## src/design/ddoi_pkg.sv

```systemverilog
package ddoi_pkg;

  localparam int OP_W = 34;
  localparam int PROD_W = 2 * OP_W;

  localparam logic signed [OP_W-1:0] PI_Q28 = 34'sd843314857;
  localparam logic signed [OP_W-1:0] TWO_PI_Q28 = 34'sd1686629713;
  localparam logic signed [OP_W-1:0] HALF_PI_Q28 = 34'sd421657428;
  localparam logic signed [OP_W-1:0] CORDIC_K_Q30 = 34'sd652032874;

  localparam logic [1:0] REG_MM_PER_COUNT = 2'd0;
  localparam logic [1:0] REG_RAD_PER_COUNT = 2'd1;
  localparam logic [1:0] REG_SAMPLES_PER_SECOND = 2'd2;

  localparam logic [31:0] MM_PER_COUNT_RST = 32'd915043;
  localparam logic [31:0] RAD_PER_COUNT_RST = 32'd223690000;
  localparam logic [15:0] SAMPLES_PER_SECOND_RST = 16'd200;

  function automatic logic signed [OP_W-1:0] atan_q28(input int i);
    logic signed [OP_W-1:0] r;
    case (i)
      0: r = 34'sd210828714;
      1: r = 34'sd124459457;
      2: r = 34'sd65760959;
      3: r = 34'sd33381290;
      4: r = 34'sd16755422;
      5: r = 34'sd8385879;
      6: r = 34'sd4193963;
      7: r = 34'sd2097109;
      8: r = 34'sd1048571;
      9: r = 34'sd524287;
      10: r = 34'sd262144;
      default: begin
        if (i <= 28) r = 34'sd1 <<< (28 - i);
        else r = '0;
      end
    endcase
    return r;
  endfunction

  function automatic logic signed [31:0] sat32(input logic signed [PROD_W-1:0] v);
    logic signed [31:0] r;
    if (v > 68'sd2147483647) r = 32'sh7fffffff;
    else if (v < -68'sd2147483648) r = 32'sh80000000;
    else r = v[31:0];
    return r;
  endfunction

  function automatic logic signed [47:0] sat48(input logic signed [49:0] v);
    logic signed [47:0] r;
    if (v > 50'sd140737488355327) r = {1'b0, {47{1'b1}}};
    else if (v < -50'sd140737488355328) r = {1'b1, {47{1'b0}}};
    else r = v[47:0];
    return r;
  endfunction

  function automatic logic signed [31:0] wrap_angle(input logic signed [OP_W:0] a);
    logic signed [OP_W:0] v;
    v = a;
    if (v > 35'(PI_Q28)) v = v - 35'(TWO_PI_Q28);
    if (v > 35'(PI_Q28)) v = v - 35'(TWO_PI_Q28);
    if (v <= -35'(PI_Q28)) v = v + 35'(TWO_PI_Q28);
    if (v <= -35'(PI_Q28)) v = v + 35'(TWO_PI_Q28);
    return v[31:0];
  endfunction

endpackage

```

## src/design/ddoi_mult.sv

```systemverilog
module ddoi_mult (
  input  logic clk,
  input  logic en,
  input  logic signed [ddoi_pkg::OP_W-1:0] a,
  input  logic signed [ddoi_pkg::OP_W-1:0] b,
  output logic signed [ddoi_pkg::PROD_W-1:0] p
);

  always_ff @(posedge clk) begin
    if (en) p <= a * b;
  end

endmodule

```

## config.mk

```make
export PLATFORM = sky130hd
export DESIGN_NAME = ddoi_mult
export DESIGN_NICKNAME = d
export VERILOG_FILES = /design/src/design/ddoi_pkg.sv /design/src/design/ddoi_mult.sv
export SDC_FILE = /design/constraint.sdc
export NUM_CORES = 2
export LEC_CHECK = 0
export BUFFER_PORTS_ARGS = -buffer_cell sky130_fd_sc_hd__buf_2
export CAP_MARGIN = 20
export CORE_AREA = 4 4 275 277
export CTS_CLUSTER_SIZE = 16
export DETAILED_ROUTE_END_ITERATION = 6
export DIE_AREA = 0 0 279 281
export PLACE_DENSITY = 0.85
export SYNTH_ARGS = -nofsm -noshare
export SYNTH_HDL_FRONTEND = slang
export SYNTH_SLANG_ARGS = --single-unit
```

## constraint.sdc

```tcl
create_clock -name clk -period 9.1 [get_ports clk]
set_input_delay 0.91 -clock clk [delete_from_list [all_inputs] [get_ports clk]]
set_output_delay 0.91 -clock clk [all_outputs]
set_load 0.02 [all_outputs]
```

### Yosys cells after proc, flatten, opt, wreduce, memory -nomap -nowiden

Index checks and enable logic that the tools add are counted.

| storage, ports and cells | value |
|---|---|
| register bits after elaboration | 68 |
| output and inout bits | 68 |

| operators by class | value |
|---|---|
| multipliers | 1 |

Operators by type and width:

| cell | number |
|---|---|
| multiplier 34 x 34 -> 68 bit | 1 |

### Depth between registers and ports, before layout

| logic depth | value |
|---|---|
| depth in word-level cells | 1 |
| mapped depth | 31 |
| gate-level depth less buffers | 29 |

### Worst setup path after synthesis

OpenSTA, ideal clock, no wires.

| timing | value |
|---|---|
| path type | input to register |
| from | input a[33] (netlist bit) |
| to | register p[65] (netlist bit) (data pin) |
| library setup time | 263 ps |
| data arrival time | 8272 ps |
| data required time | 8837 ps |
| slack | 565 ps |
| stages on the path | 24 |
| buffers on the path | 2 |
| cell sequence | clkbuf_1 -> nand2_1 -> inv_1 -> fa_1 -> fa_1 -> fa_1 -> fa_1 -> inv_1 -> fa_1 -> fa_1 -> fa_1 -> fa_1 -> inv_1 -> ha_1 -> clkdlybuf4s50_2 -> nand3_1 -> or2_2 -> nor2_1 -> a221oi_1 -> o21ai_0 -> a31oi_2 -> nor2_2 -> o41ai_2 -> xnor2_1 |

| between the ends | value |
|---|---|
| cells in the longest elaborated chain, start to end | 1 |

RTL lines:

| item | RTL line | text |
|---|---|---|
| start, declared | ddoi_mult.sv:4 | `input logic signed [ddoi_pkg::OP_W-1:0] a,` |
| multiplier 34 x 34 -> 68 bit | ddoi_mult.sv:10 | `if (en) p <= a * b;` |
| end signal, assigned | ddoi_mult.sv:10 |  |
| end, declared | ddoi_mult.sv:6 | `output logic signed [ddoi_pkg::PROD_W-1:0] p` |

Every way passes these cells.
A chain may end at the register's enable or synchronous reset.

### Worst setup path in the final report

| timing | value |
|---|---|
| from | input b[14] (netlist bit) |
| to | register p[66] (netlist bit) (data pin) |

| between the ends | value |
|---|---|
| cells in the longest elaborated chain, start to end | 1 |

RTL lines:

| item | RTL line | text |
|---|---|---|
| start, declared | ddoi_mult.sv:5 | `input logic signed [ddoi_pkg::OP_W-1:0] b,` |
| multiplier 34 x 34 -> 68 bit | ddoi_mult.sv:10 |  |

Every way passes these cells.

==> key figures <==
Outcome
  • Outcome: complete, no violations

Worst setup path
  • CP Max Fanout: 34
  • Crit path DAT: around 8700 ps
  • Critical path launch point type: input pin
  • Critical path class: in -> reg
  • Worst setup EP type: flip-flop
  • Worst EP required: between 9000 and 10000 ps

Clock network
  • Clock Path Buffers: 2
  • Root buf cell: clkbuf_16
  • TritonCTS Sinks: between 60 and 70
  • CTS Buf Count: 9
  • CTS resizes: 0
  • Clock-pin slew on the worst setup and hold paths: around 70 ps
  • H-Tree Depth: 3
  • Setup Buffers After CTS: 0
  • CTS tree: done
  • Cts hold-fix bufs: 0

Drt
  • Initial DRC count: 2505
  • Avg WL per Cell: 21.1 um
  • Via/cell ratio: between 5 and 6
  • Total Routed Length: approximately 120000 um
  • Routed Antenna Nets: 0
  • Via count: ~31000
  • DRC Markers: 0
  • Drt pass-1 iters: 6

Place
  • Detail Placement HPWL: about 97000 um
  • Placer Congestion: between 0.9 and 1
  • PortBufs: approximately 140

Logic synthesis
  • Asr flop ratio synth: 0
  • Net count after synthesis: around 6000
  • Yosys warns: 0
  • Mapped Area: about 0.044 mm2
  • Number of synthesized flops with an enable pin: just under 70
  • Seq cells post-synth: slightly below 70
  • Library cells used by synthesis: ~70
  • Seq/Total Area, Yosys: 0.0467
  • Post-Syn Instances: roughly 4600
  • Avg Cell Area, Syn: between 9 and 10 um2
  • Ys flop type: edfxtp_1

Final layout
  • # fillers: between 5000 and 6000
  • Most frequent cells in the layout: fa_1, inv_1, and2_1
  • Layout cells sized above 1: 0.0540
  • Final net count: around 6000
  • Max reg flops: approximately 70
  • Synth-to-Final Area Change: 4.05%
  • Top Registers: p: 68 flops
  • Top reg by flops: p
  • Most common cell after layout, fill and taps aside: fa_1

Timing
  • Fmax: between 100 and 150 MHz
  • Crit share post-route: 0.946
  • Slew HR: 0.356
  • Slew Viols, Final: 0
  • RSZ-0062 raised after global routing: no
  • Min Tclk post-route: around 8600 ps
  • Total negative slack: 0 ps
  • Final hold vios: 0
  • Final setup vio count: 0
  • Worst-Margin Slew: approximately 970 ps

Global routing
  • Grt ovf: 0
  • Antenna violations before repair: 9
  • First-pass GRT wire length: between 150000 and 200000 um
  • Vias in the first global route: 36200
  • Total track usage: 0.311
  • Largest net degree at the start of global routing: 69

Die
  • Core area: 0.0728 mm2
  • Initial core utilization: 0.600
  • Rows: 99
  • I/O Pins: ~140
  • DIE WIDTH: between 200 and 300 um
  • Die H: 281 um
  • DIE AREA: ~0.078 mm2

Hold path
  • Worst Hold Class: in -> reg

Run
  • Max Cap Viol: 0
-- worst max-delay path, cell delays in order --
cell      delay [ps]
buf_2            650
and2_1           250
fa_1             430
inv_1             90
fa_1             440
fa_1             540
inv_1             50
fa_1             490
fa_1             640
fa_1             450
fa_1             490
inv_1             50
fa_1             560
inv_1             70
ha_1             410
a21oi_1          110
o21bai_1         180
a21oi_1          110
o21ai_2          270
a31oi_1          150
o41ai_1          610
a31oi_4          110
o31ai_4          380
a221oi_2         110
xnor2_1          130
-- cells in the mapped netlist, types with 4 or more instances --
| cell type | number | share of area |
|---|---|---|
| o21ai_1 | 7 | 0.00080 |
| nand3_1 | 11 | 0.0013 |
| o21ai_0 | 31 | 0.0035 |
| clkbuf_1 | 214 | 0.018 |
| xor2_1 | 23 | 0.0046 |
| edfxtp_1 | 68 | 0.047 |
| nor2b_1 | 9 | 0.0013 |
| and2_1 | 621 | 0.089 |
| xnor2_1 | 56 | 0.011 |
| a21o_1 | 37 | 0.0064 |
| o21a_1 | 4 | 0.00069 |
| ha_1 | 204 | 0.058 |
| a21oi_1 | 61 | 0.0070 |
| nand2b_1 | 20 | 0.0029 |
| inv_1 | 1231 | 0.11 |
| buf_4 | 4 | 0.00069 |
| or2_2 | 4 | 0.00057 |
| nor2_1 | 54 | 0.0046 |
| nand4_1 | 11 | 0.0016 |
| o21bai_1 | 12 | 0.0021 |
| and3_1 | 5 | 0.00072 |
| nor3_1 | 5 | 0.00057 |
| fa_1 | 1241 | 0.57 |
| a31oi_1 | 7 | 0.0010 |
| a211oi_1 | 6 | 0.0010 |
| nand2_1 | 542 | 0.047 |
-- stage by stage --
| step | cells | utilization | setup WS, ps | instance area [um2] | hold WS [ps] |
|---|---|---|---|---|---|
| 2_1_floorplan | 4554 | - | 565 | 43700 | 1020 |
| 3_3_place_gp | 5483 | 0.620 | 405 | 45200 | 1350 |
| 3_5_place_dp | 5483 | 0.620 | 245 | 45200 | 1350 |
| 4_1_cts | 5499 | 0.624 | 626 | 45500 | 1210 |
| 5_1_grt | 5501 | 0.624 | 150 | 45500 | 1250 |
| 6_report | 5505 | 0.624 | 488 | 45500 | 1190 |
-- layout make-up --
class                      count  area [um2]  area share
tap                          959        1200      0.0264
multi-input combinational   3026       36100       0.795
clock buffer                   9         225     0.00495
timing repair buffer         198        1160      0.0255
inverter                    1232        4620       0.102
sequential                    68        2040      0.0449
antenna                        6        15.0    0.000330
clock inverter                 7        73.8     0.00162
-- final timing paths --
check  start  endpoint  slack [ps]  cells past startpoint
min       en     p[16]        1190                      1
max    b[14]     p[66]         490                     25
-- layer usage --
layer | GRT usage | up-vias | share of wire
met5 | 0 | - | 0.00027
met4 | 0.227 | 4 | 0.090
met3 | 0.0420 | 592 | 0.076
met2 | 0.535 | 1750 | 0.51
met1 | 0.359 | 16300 | 0.33
li1 | - | 12800 | -
-- logic make-up after synthesis --
kind of cell	Yosys count	share of synthesized area
compound gates	206	0.0329
simple gates	1296	0.151
flops	68	0.0467
fa+ha+maj	1445	0.627
buf+inv	1460	0.126
xor+xnor	79	0.0158
Power is left out: the tool's default activity adds up to more than one toggle a clock period on the data nets, which glitch-free logic cannot reach.
