<file path="config.mk">
export PLATFORM = sky130hd
export DESIGN_NAME = ddoi_cordic
export DESIGN_NICKNAME = d
export VERILOG_FILES = /design/src/design/ddoi_pkg.sv /design/src/design/ddoi_cordic.sv
export SDC_FILE = /design/constraint.sdc
export NUM_CORES = 1
export LEC_CHECK = 0
export BUFFER_PORTS_ARGS = -buffer_cell sky130_fd_sc_hd__buf_2
export CORE_UTILIZATION = 54
export DETAILED_ROUTE_END_ITERATION = 10
export MAX_ROUTING_LAYER = met4
export PLACE_DENSITY = 0.72
export SLEW_MARGIN = 10
export SYNTH_ARGS = -nofsm -noshare
export SYNTH_HDL_FRONTEND = slang
export SYNTH_SLANG_ARGS = --single-unit
</file>
<file path="constraint.sdc">
create_clock -name clk -period 20 [get_ports clk]
set_clock_uncertainty 0.05 [all_clocks]
set_input_delay 2 -clock clk [delete_from_list [all_inputs] [get_ports clk]]
set_output_delay 2 -clock clk [all_outputs]
set_load 0.05 [all_outputs]
</file>
<file path="src/design/ddoi_pkg.sv">
package ddoi_pkg;

  localparam int OP_W = 34;
  localparam int PROD_W = 2 * OP_W;

  localparam logic signed [OP_W-1:0] PI_Q28 = 34'sd843314857;
  localparam logic signed [OP_W-1:0] TWO_PI_Q28 = 34'sd1686629713;
  localparam logic signed [OP_W-1:0] HALF_PI_Q28 = 34'sd421657428;
  localparam logic signed [OP_W-1:0] CORDIC_K_Q30 = 34'sd652032874;

  localparam logic [1:0] REG_MM_PER_COUNT = 2'd0;
  localparam logic [1:0] REG_RAD_PER_COUNT = 2'd1;
  localparam logic [1:0] REG_SAMPLES_PER_SECOND = 2'd2;

  localparam logic [31:0] MM_PER_COUNT_RST = 32'd915043;
  localparam logic [31:0] RAD_PER_COUNT_RST = 32'd223690000;
  localparam logic [15:0] SAMPLES_PER_SECOND_RST = 16'd200;

  function automatic logic signed [OP_W-1:0] atan_q28(input int i);
    logic signed [OP_W-1:0] r;
    case (i)
      0: r = 34'sd210828714;
      1: r = 34'sd124459457;
      2: r = 34'sd65760959;
      3: r = 34'sd33381290;
      4: r = 34'sd16755422;
      5: r = 34'sd8385879;
      6: r = 34'sd4193963;
      7: r = 34'sd2097109;
      8: r = 34'sd1048571;
      9: r = 34'sd524287;
      10: r = 34'sd262144;
      default: begin
        if (i <= 28) r = 34'sd1 <<< (28 - i);
        else r = '0;
      end
    endcase
    return r;
  endfunction

  function automatic logic signed [31:0] sat32(input logic signed [PROD_W-1:0] v);
    logic signed [31:0] r;
    if (v > 68'sd2147483647) r = 32'sh7fffffff;
    else if (v < -68'sd2147483648) r = 32'sh80000000;
    else r = v[31:0];
    return r;
  endfunction

  function automatic logic signed [47:0] sat48(input logic signed [49:0] v);
    logic signed [47:0] r;
    if (v > 50'sd140737488355327) r = {1'b0, {47{1'b1}}};
    else if (v < -50'sd140737488355328) r = {1'b1, {47{1'b0}}};
    else r = v[47:0];
    return r;
  endfunction

  function automatic logic signed [31:0] wrap_angle(input logic signed [OP_W:0] a);
    logic signed [OP_W:0] v;
    v = a;
    if (v > 35'(PI_Q28)) v = v - 35'(TWO_PI_Q28);
    if (v > 35'(PI_Q28)) v = v - 35'(TWO_PI_Q28);
    if (v <= -35'(PI_Q28)) v = v + 35'(TWO_PI_Q28);
    if (v <= -35'(PI_Q28)) v = v + 35'(TWO_PI_Q28);
    return v[31:0];
  endfunction

endpackage

</file>
<file path="src/design/ddoi_cordic.sv">
module ddoi_cordic #(
  parameter int CORDIC_STEPS = 24
) (
  input  logic clk,
  input  logic rst,
  input  logic start,
  input  logic signed [31:0] angle,
  output logic done,
  output logic signed [ddoi_pkg::OP_W-1:0] cos_q30,
  output logic signed [ddoi_pkg::OP_W-1:0] sin_q30
);

  localparam int IW = $clog2(CORDIC_STEPS);

  logic signed [ddoi_pkg::OP_W-1:0] x;
  logic signed [ddoi_pkg::OP_W-1:0] y;
  logic signed [ddoi_pkg::OP_W-1:0] z;
  logic signed [ddoi_pkg::OP_W-1:0] ang;
  logic [IW-1:0] cnt;
  logic busy;
  logic neg;

  assign ang = ddoi_pkg::OP_W'(angle);

  always_ff @(posedge clk) begin
    if (rst) begin
      busy <= 1'b0;
      done <= 1'b0;
      cnt <= '0;
    end else begin
      done <= 1'b0;
      if (start) begin
        busy <= 1'b1;
        cnt <= '0;
      end else if (busy) begin
        if (cnt == IW'(CORDIC_STEPS - 1)) begin
          busy <= 1'b0;
          done <= 1'b1;
        end
        cnt <= cnt + 1'b1;
      end
    end
  end

  always_ff @(posedge clk) begin
    if (start) begin
      x <= ddoi_pkg::CORDIC_K_Q30;
      y <= '0;
      if (ang > ddoi_pkg::HALF_PI_Q28) begin
        z <= ang - ddoi_pkg::PI_Q28;
        neg <= 1'b1;
      end else if (ang < -ddoi_pkg::HALF_PI_Q28) begin
        z <= ang + ddoi_pkg::PI_Q28;
        neg <= 1'b1;
      end else begin
        z <= ang;
        neg <= 1'b0;
      end
    end else if (busy) begin
      if (z >= 0) begin
        x <= x - (y >>> cnt);
        y <= y + (x >>> cnt);
        z <= z - ddoi_pkg::atan_q28(int'(cnt));
      end else begin
        x <= x + (y >>> cnt);
        y <= y - (x >>> cnt);
        z <= z + ddoi_pkg::atan_q28(int'(cnt));
      end
    end
  end

  assign cos_q30 = neg ? -x : x;
  assign sin_q30 = neg ? -y : y;

`ifndef ASSERT_OFF
  a_no_start_busy: assert property (@(posedge clk) disable iff (rst)
    start |-> !busy) else $error("cordic restarted while busy");
  a_done_end: assert property (@(posedge clk) disable iff (rst)
    done |-> $past(busy) && !busy) else $error("cordic done without run");
  a_cnt_range: assert property (@(posedge clk) disable iff (rst)
    busy |-> cnt <= IW'(CORDIC_STEPS - 1)) else $error("cordic step overrun");
`endif

endmodule

</file>
## Word-level counts from Yosys, hierarchy flattened

Cells that the tools add are included.

| word-level totals | value |
|---|---|
| bits in registers | 110 |
| output and inout port bits | 69 |

| cells by class | value |
|---|---|
| add/subtract/negate cells | 12 |
| $lt $le $gt $ge | 4 |
| eq/ne operators | 11 |
| shift-type cells | 3 |
| multiplexer cells | 22 |
| bitwise gates (word level) | 1 |
| reduce and logical (&&, ||, !) cells | 4 |

Operators by type and width:

| operator | number |
|---|---|
| $mux 34 | 16 |
| $pmux 34 s11 | 1 |
| $add 34x34->34 | 3 |
| $sub 34x34->34 | 3 |
| $neg 34->34 | 2 |
| $sshr 34x5->34 | 2 |
| $ge 34x1->1 const B | 1 |
| $sshl 2x32->34 const A | 1 |
| $add 32x31->33 const B | 1 |
| $sub 32x31->33 const B | 1 |
| $gt 32x30->1 const B | 1 |
| $lt 32x30->1 const B | 1 |
| $eq 5x3->1 const B | 4 |
| $eq 5x4->1 const B | 3 |
| $eq 5x2->1 const B | 2 |
| $sub 5x5->6 const A | 1 |
| $add 5x1->5 const B | 1 |
| $eq 5x1->1 const B | 1 |
| $eq 5x5->1 const B | 1 |
| $le 5x5->1 const B | 1 |
| $logic_not 5->1 | 1 |
| $mux 1 | 5 |
| $reduce_or 3->1 | 1 |
| $reduce_bool 2->1 | 1 |
| other kinds (2) | 2 |

## Depth between registers and ports, before layout

| logic depth | value |
|---|---|
| depth in word-level cells | 11 |
| mapped depth | 30 |

## Worst setup path before layout

OpenSTA, ideal clock, no wires.

| path | value |
|---|---|
| path kind | register -> register |
| start | reg cnt[0] |
| end | reg z[32] (netlist bit) (data pin) |
| library setup time | 0.256 ns |
| arrival | 6.679 ns |
| path slack | 13.016 ns |
| cell stages (with the launch flop) | 28 |
| buffers on the path | 6 |
| period minus slack after synthesis | 6.984 ns |
| cell sequence | dfxtp_1 > buf_6 > buf_6 > buf_6 > inv_2 > buf_1 > ha_1 > clkbuf_1 > nor3b_1 > o21ai_0 > a21oi_1 > or2_2 > clkbuf_1 > a2111oi_0 > and4_1 > nand2_1 > o31a_1 > xnor2_1 > ha_1 > and3_1 > a221o_1 > a21oi_1 > o21ai_0 > a211oi_1 > nor3_1 > o311a_1 > or3_1 > a31o_2 |

| on the way | value |
|---|---|
| longest elaborated chain between the ends | 11 |

RTL lines:

| what | line | text |
|---|---|---|
| start: declaration | ddoi_cordic.sv:19 | `logic [IW-1:0] cnt;` |
| start signal: assignment | ddoi_cordic.sv:40 | `cnt <= cnt + 1'b1;` |
| $sub 5x5->6 | ddoi_pkg.sv:34 | `if (i <= 28) r = 34'sd1 <<< (28 - i);` |
| $sshl 2x32->34 | ddoi_pkg.sv:34 |  |
| $mux 34 | ddoi_pkg.sv:34 |  |
| $pmux 34 s11 * | ddoi_pkg.sv:21 | `case (i)` |
| $mux 34 | ddoi_cordic.sv:60 | `if (z >= 0) begin` |
| $mux 34 | ddoi_cordic.sv:59 | `end else if (busy) begin` |
| $mux 34 | ddoi_cordic.sv:46 | `if (start) begin` |
| $add 34x34->34 or $sub 34x34->34 (tied branches) | ddoi_cordic.sv:67, ddoi_cordic.sv:63 |  |
| $mux 34 * | ddoi_cordic.sv:60 |  |
| $mux 34 * | ddoi_cordic.sv:59 |  |
| $mux 34 * | ddoi_cordic.sv:46 |  |
| end signal: assignment | ddoi_cordic.sv:50 | `z <= ang - ddoi_pkg::PI_Q28;` |
| end signal: assignment | ddoi_cordic.sv:63 | `z <= z - ddoi_pkg::atan_q28(int'(cnt));` |
| end signal: assignment | ddoi_cordic.sv:67 | `z <= z + ddoi_pkg::atan_q28(int'(cnt));` |
| end: declaration | ddoi_cordic.sv:17 | `logic signed [ddoi_pkg::OP_W-1:0] z;` |

Mark *: on every way between the ends. The rest lies on a longest branch, timed or not. The select of a mux whose other input is x is not followed.
A chain may end at the register's enable or synchronous reset.

## Worst setup path in the final report

| path | value |
|---|---|
| start | reg cnt[1] |
| end | reg z[32] (netlist bit) (data pin) |

Same word-level chain as after synthesis.

==> flow_summary_export.csv <==
group,metric,value,unit
run_status,status,"finished, violations left",
run_status,violations,"design-rule violations",
clocking,cts_inserted_buffers,9,
route,drc,16,
placed_design,hpwl,54140,um
global_routing,overflow,0,
clocking,ctsRootBufferMaster,"clkbuf_16",
logic_synthesis,postSynthAreaPerCell,7.727,um^2
timing,hold_viol,0,
clocking,cts_tree,"done",
power,power_density,181.8,nW/um^2
clocking,cts_resized,0,
finish,drive_gt1_frac,0.1289,
finish,final_common_cell,"nand2_1",
finish,n_fill_cell,3418,
finish,final_cell_mix,"nand2_1 (202), a21oi_1 (196), nor2_1 (195)",
logic_synthesis,synth_ff_type,"dfxtp_1",
finish,final_cell_area,20380,um^2
worst_setup_path,max_stage_delay,0.87,ns
route,dr.pass1.iters,9,
global_routing,antenna_found_initial,0,
die,core-area,35660,um^2
logic_synthesis,synthTopCellsByArea,"xnor2_1 (7.8%), dfxtp_1 (7.7%), ha_1 (7.0%)",
die,die_y,192.6,um
clocking,clockBufferDepth,2,
placed_design,gp_congestion,1.061,
job,drv_cap,0,
global_routing,grt_pass1_wl,110200,um
die,start_util,0.5500,
clocking,clk_pin_slew,0.08,ns
logic_synthesis,synth_adder_area_share,0.07325,
worst_setup_path,endpoint_kind,"register",
finish,nets,2625,
timing,min_period_over_period,0.4006,
logic_synthesis,synth_top_area_frac,0.07816,
global_routing,grt_max_degree,82,
die,die-area,37080,um^2
global_routing,grtUsageTotal,0.3983,
worst_setup_path,cp_cell_sequence,"buf_4, inv_1, ha_1, and2_1, o21ai_0, a21oi_1, or2_2, a211oi_1, and4_1, nand4_1, o21ai_0, xor2_1, ha_1, a21o_1, a221o_1, a21oi_1, o21ai_0, a211oi_1, nor3_1, o311a_1, or3_1, a31o_2",
worst_setup_path,crit_slowest_cell,"dfxtp_4",
worst_setup_path,critPathArrivalTime,8.11,ns
route,final_antenna_net_count,0,
timing,fmax,124.8,MHz
worst_setup_path,crit_top_cell,"o21ai_0",
die,die_w,192.6,um
timing,maxSlewViolCount,0,
power,p_leak,7.961,nW
worst_setup_path,setup.worst_path.class,"register to register",
clocking,cts_sinks,110,
logic_synthesis,synth_top_family_by_area,"compound AO/OA/AOI/OAI gates",
logic_synthesis,ys_ff_latch,110,
timing,relSlewSlack,0.09788,
placed_design,port_buffers,103,
worst_setup_path,worstPathRequired,20.10,ns
timing,fin_crit,8.012,ns
logic_synthesis,ys_warn_count,0,
timing,fin_ws,11.99,ns
timing,fin_tns_setup,0,ns
logic_synthesis,async_flop_share,0,
logic_synthesis,synth_fp_nets,2686,
die,pin_count,104,
clocking,cts_setup_buffers,0,
logic_synthesis,syn_inst,2538,
worst_hold_path,hp-class,"register to register",
global_routing,grt_pass1_vias,18365,
worst_setup_path,critPathLaunchType,"register",
route,drt-initial-drc-count,2061,
timing,fin_hold_ws,0.5495,ns
logic_synthesis,yosysSeqAreaShare,0.1302,
logic_synthesis,yosysUniqueCellTypes,94,
logic_synthesis,syn-cell-area,19610,um^2
placed_design,post-place-ws,12.22,ns
logic_synthesis,synth-compound-area-share,0.2795,
worst_setup_path,worst-r2r-setup-slack,11.99,ns
clocking,clk-insertion-delay-late,0.40,ns
logic_synthesis,yosys.area_share.simple,0.1968,
route,via_per_inst,6.916,
worst_setup_path,cp_max_fo,65,
logic_synthesis,synth_mux_area_frac,0.1513,
logic_synthesis,yosys.area_share.xor_xnor,0.1099,
finish,n_antenna_cell,0,
timing,finalSetupViolCount,0,
timing,worst_pin_slew,1.348,ns
die,num_rows,69,
route,vias,20354,
logic_synthesis,synth_edf_count,35,
power,peakVddDrop,0.0001421,V
finish,area_growth,3.936,%
clocking,ctsHoldBuffers,0,
route,drt-total-wl,72190,um
placed_design,dpl_cell_area,20060,um^2
clocking,htreeDepth,3,
timing,rsz0062_at_grt,"no",
logic_synthesis,synth_top_area_cell,"xnor2_1",
route,wl_per_cell,24.53,um
[kinds of logic (layout without fill, tap and decap cells)]
family,after synthesis,count (layout)
buffers and inverters,273,217
AND/OR/NAND/NOR,768,768
XOR/XNOR,246,246
flip-flops,110,110
multiplexers,197,197
AO/OA/AOI/OAI,831,831
adder cells (fa/ha/maj),113,113
[power breakdown]
group / internal (mW) / total [mW] / switching [mW]
sequential: 0.330 / 0.567 / 0.237
combinational: 1.17 / 2.93 / 1.77
clock: 0.106 / 0.206 / 0.100
total: 1.60 / 3.71 / 2.10
[critical path: cells and delay by family (launching register included)]
family                     cells  cell delay [ns]
buffers and inverters          2             1.03
and+or+nand+nor                6             1.61
AOI/OAI and AO/OA             11             3.14
DFF                            1             0.87
adders and majority gates      2             0.80
xor gates and xnor gates       1             0.20
[flip-flops by register name, summed over array words and instances, names as in the netlist]
register  flops
busy          1
done          1
neg           1
y            34
x            34
cnt           5
z            34
[synthesized netlist by cell type, drive strengths merged (22+ instances only)]
master	n
nor2b	32
nand2b	36
xor2	71
o31ai	51
inv	68
xnor2	175
a21oi	196
ha	110
buf	65
a211oi	41
o21ai	183
nand2	202
nor2	196
mux2	40
o211ai	26
a31oi	26
clkbuf	140
dfxtp	75
o22ai	22
nand3	52
mux4	72
a21o	63
nor3	50
or3	30
mux2i	85
o21a	35
or2	30
edfxtp	35
[metrics by stage]
step | utilization | power (mW) | cells
after floorplan | - | 2.748 | 2538
after global placement | 0.5626 | 3.374 | 2927
after detailed placement | 0.5626 | 3.414 | 2927
after CTS | 0.5716 | 3.640 | 2943
after global routing | 0.5716 | 3.974 | 2943
final | 0.5716 | 3.705 | 2943
[final timing paths]
kind,to,cells past startpoint,from
worst max register to register,z[32]$_DFFE_PP_,22,cnt[1]$_SDFFE_PP0P_
worst min register to register,y[0]$_SDFFE_PP0P_,2,y[0]$_SDFFE_PP0P_
worst min-delay path,y[0]$_SDFFE_PP0P_,2,y[0]$_SDFFE_PP0P_
worst max-delay path,z[32]$_DFFE_PP_,22,cnt[1]$_SDFFE_PP0P_
[per-layer routing]
metal / vias up / global-route usage / part of all wire
li1: 9388 / - / -
met1: 9735 / 0.5240 / 0.43
met2: 1050 / 0.6085 / 0.44
met3: 181 / 0.06838 / 0.094
met4: 0 / 0.1499 / 0.037
met5: - / - / 0
[final cells by class]
type                            instances  area [um^2]  share of cell area
Clock buffer                           13        294.0             0.01443
Clock inverter                          3        28.78            0.001412
Inverter                               68        255.2             0.01252
Multi-Input combinational cell       2155        15920              0.7810
Sequential cell                       110         2566              0.1259
Tap cell                              461        576.8             0.02830
Timing Repair Buffer                  133        743.2             0.03646
(Power assumes the default switching activity.)
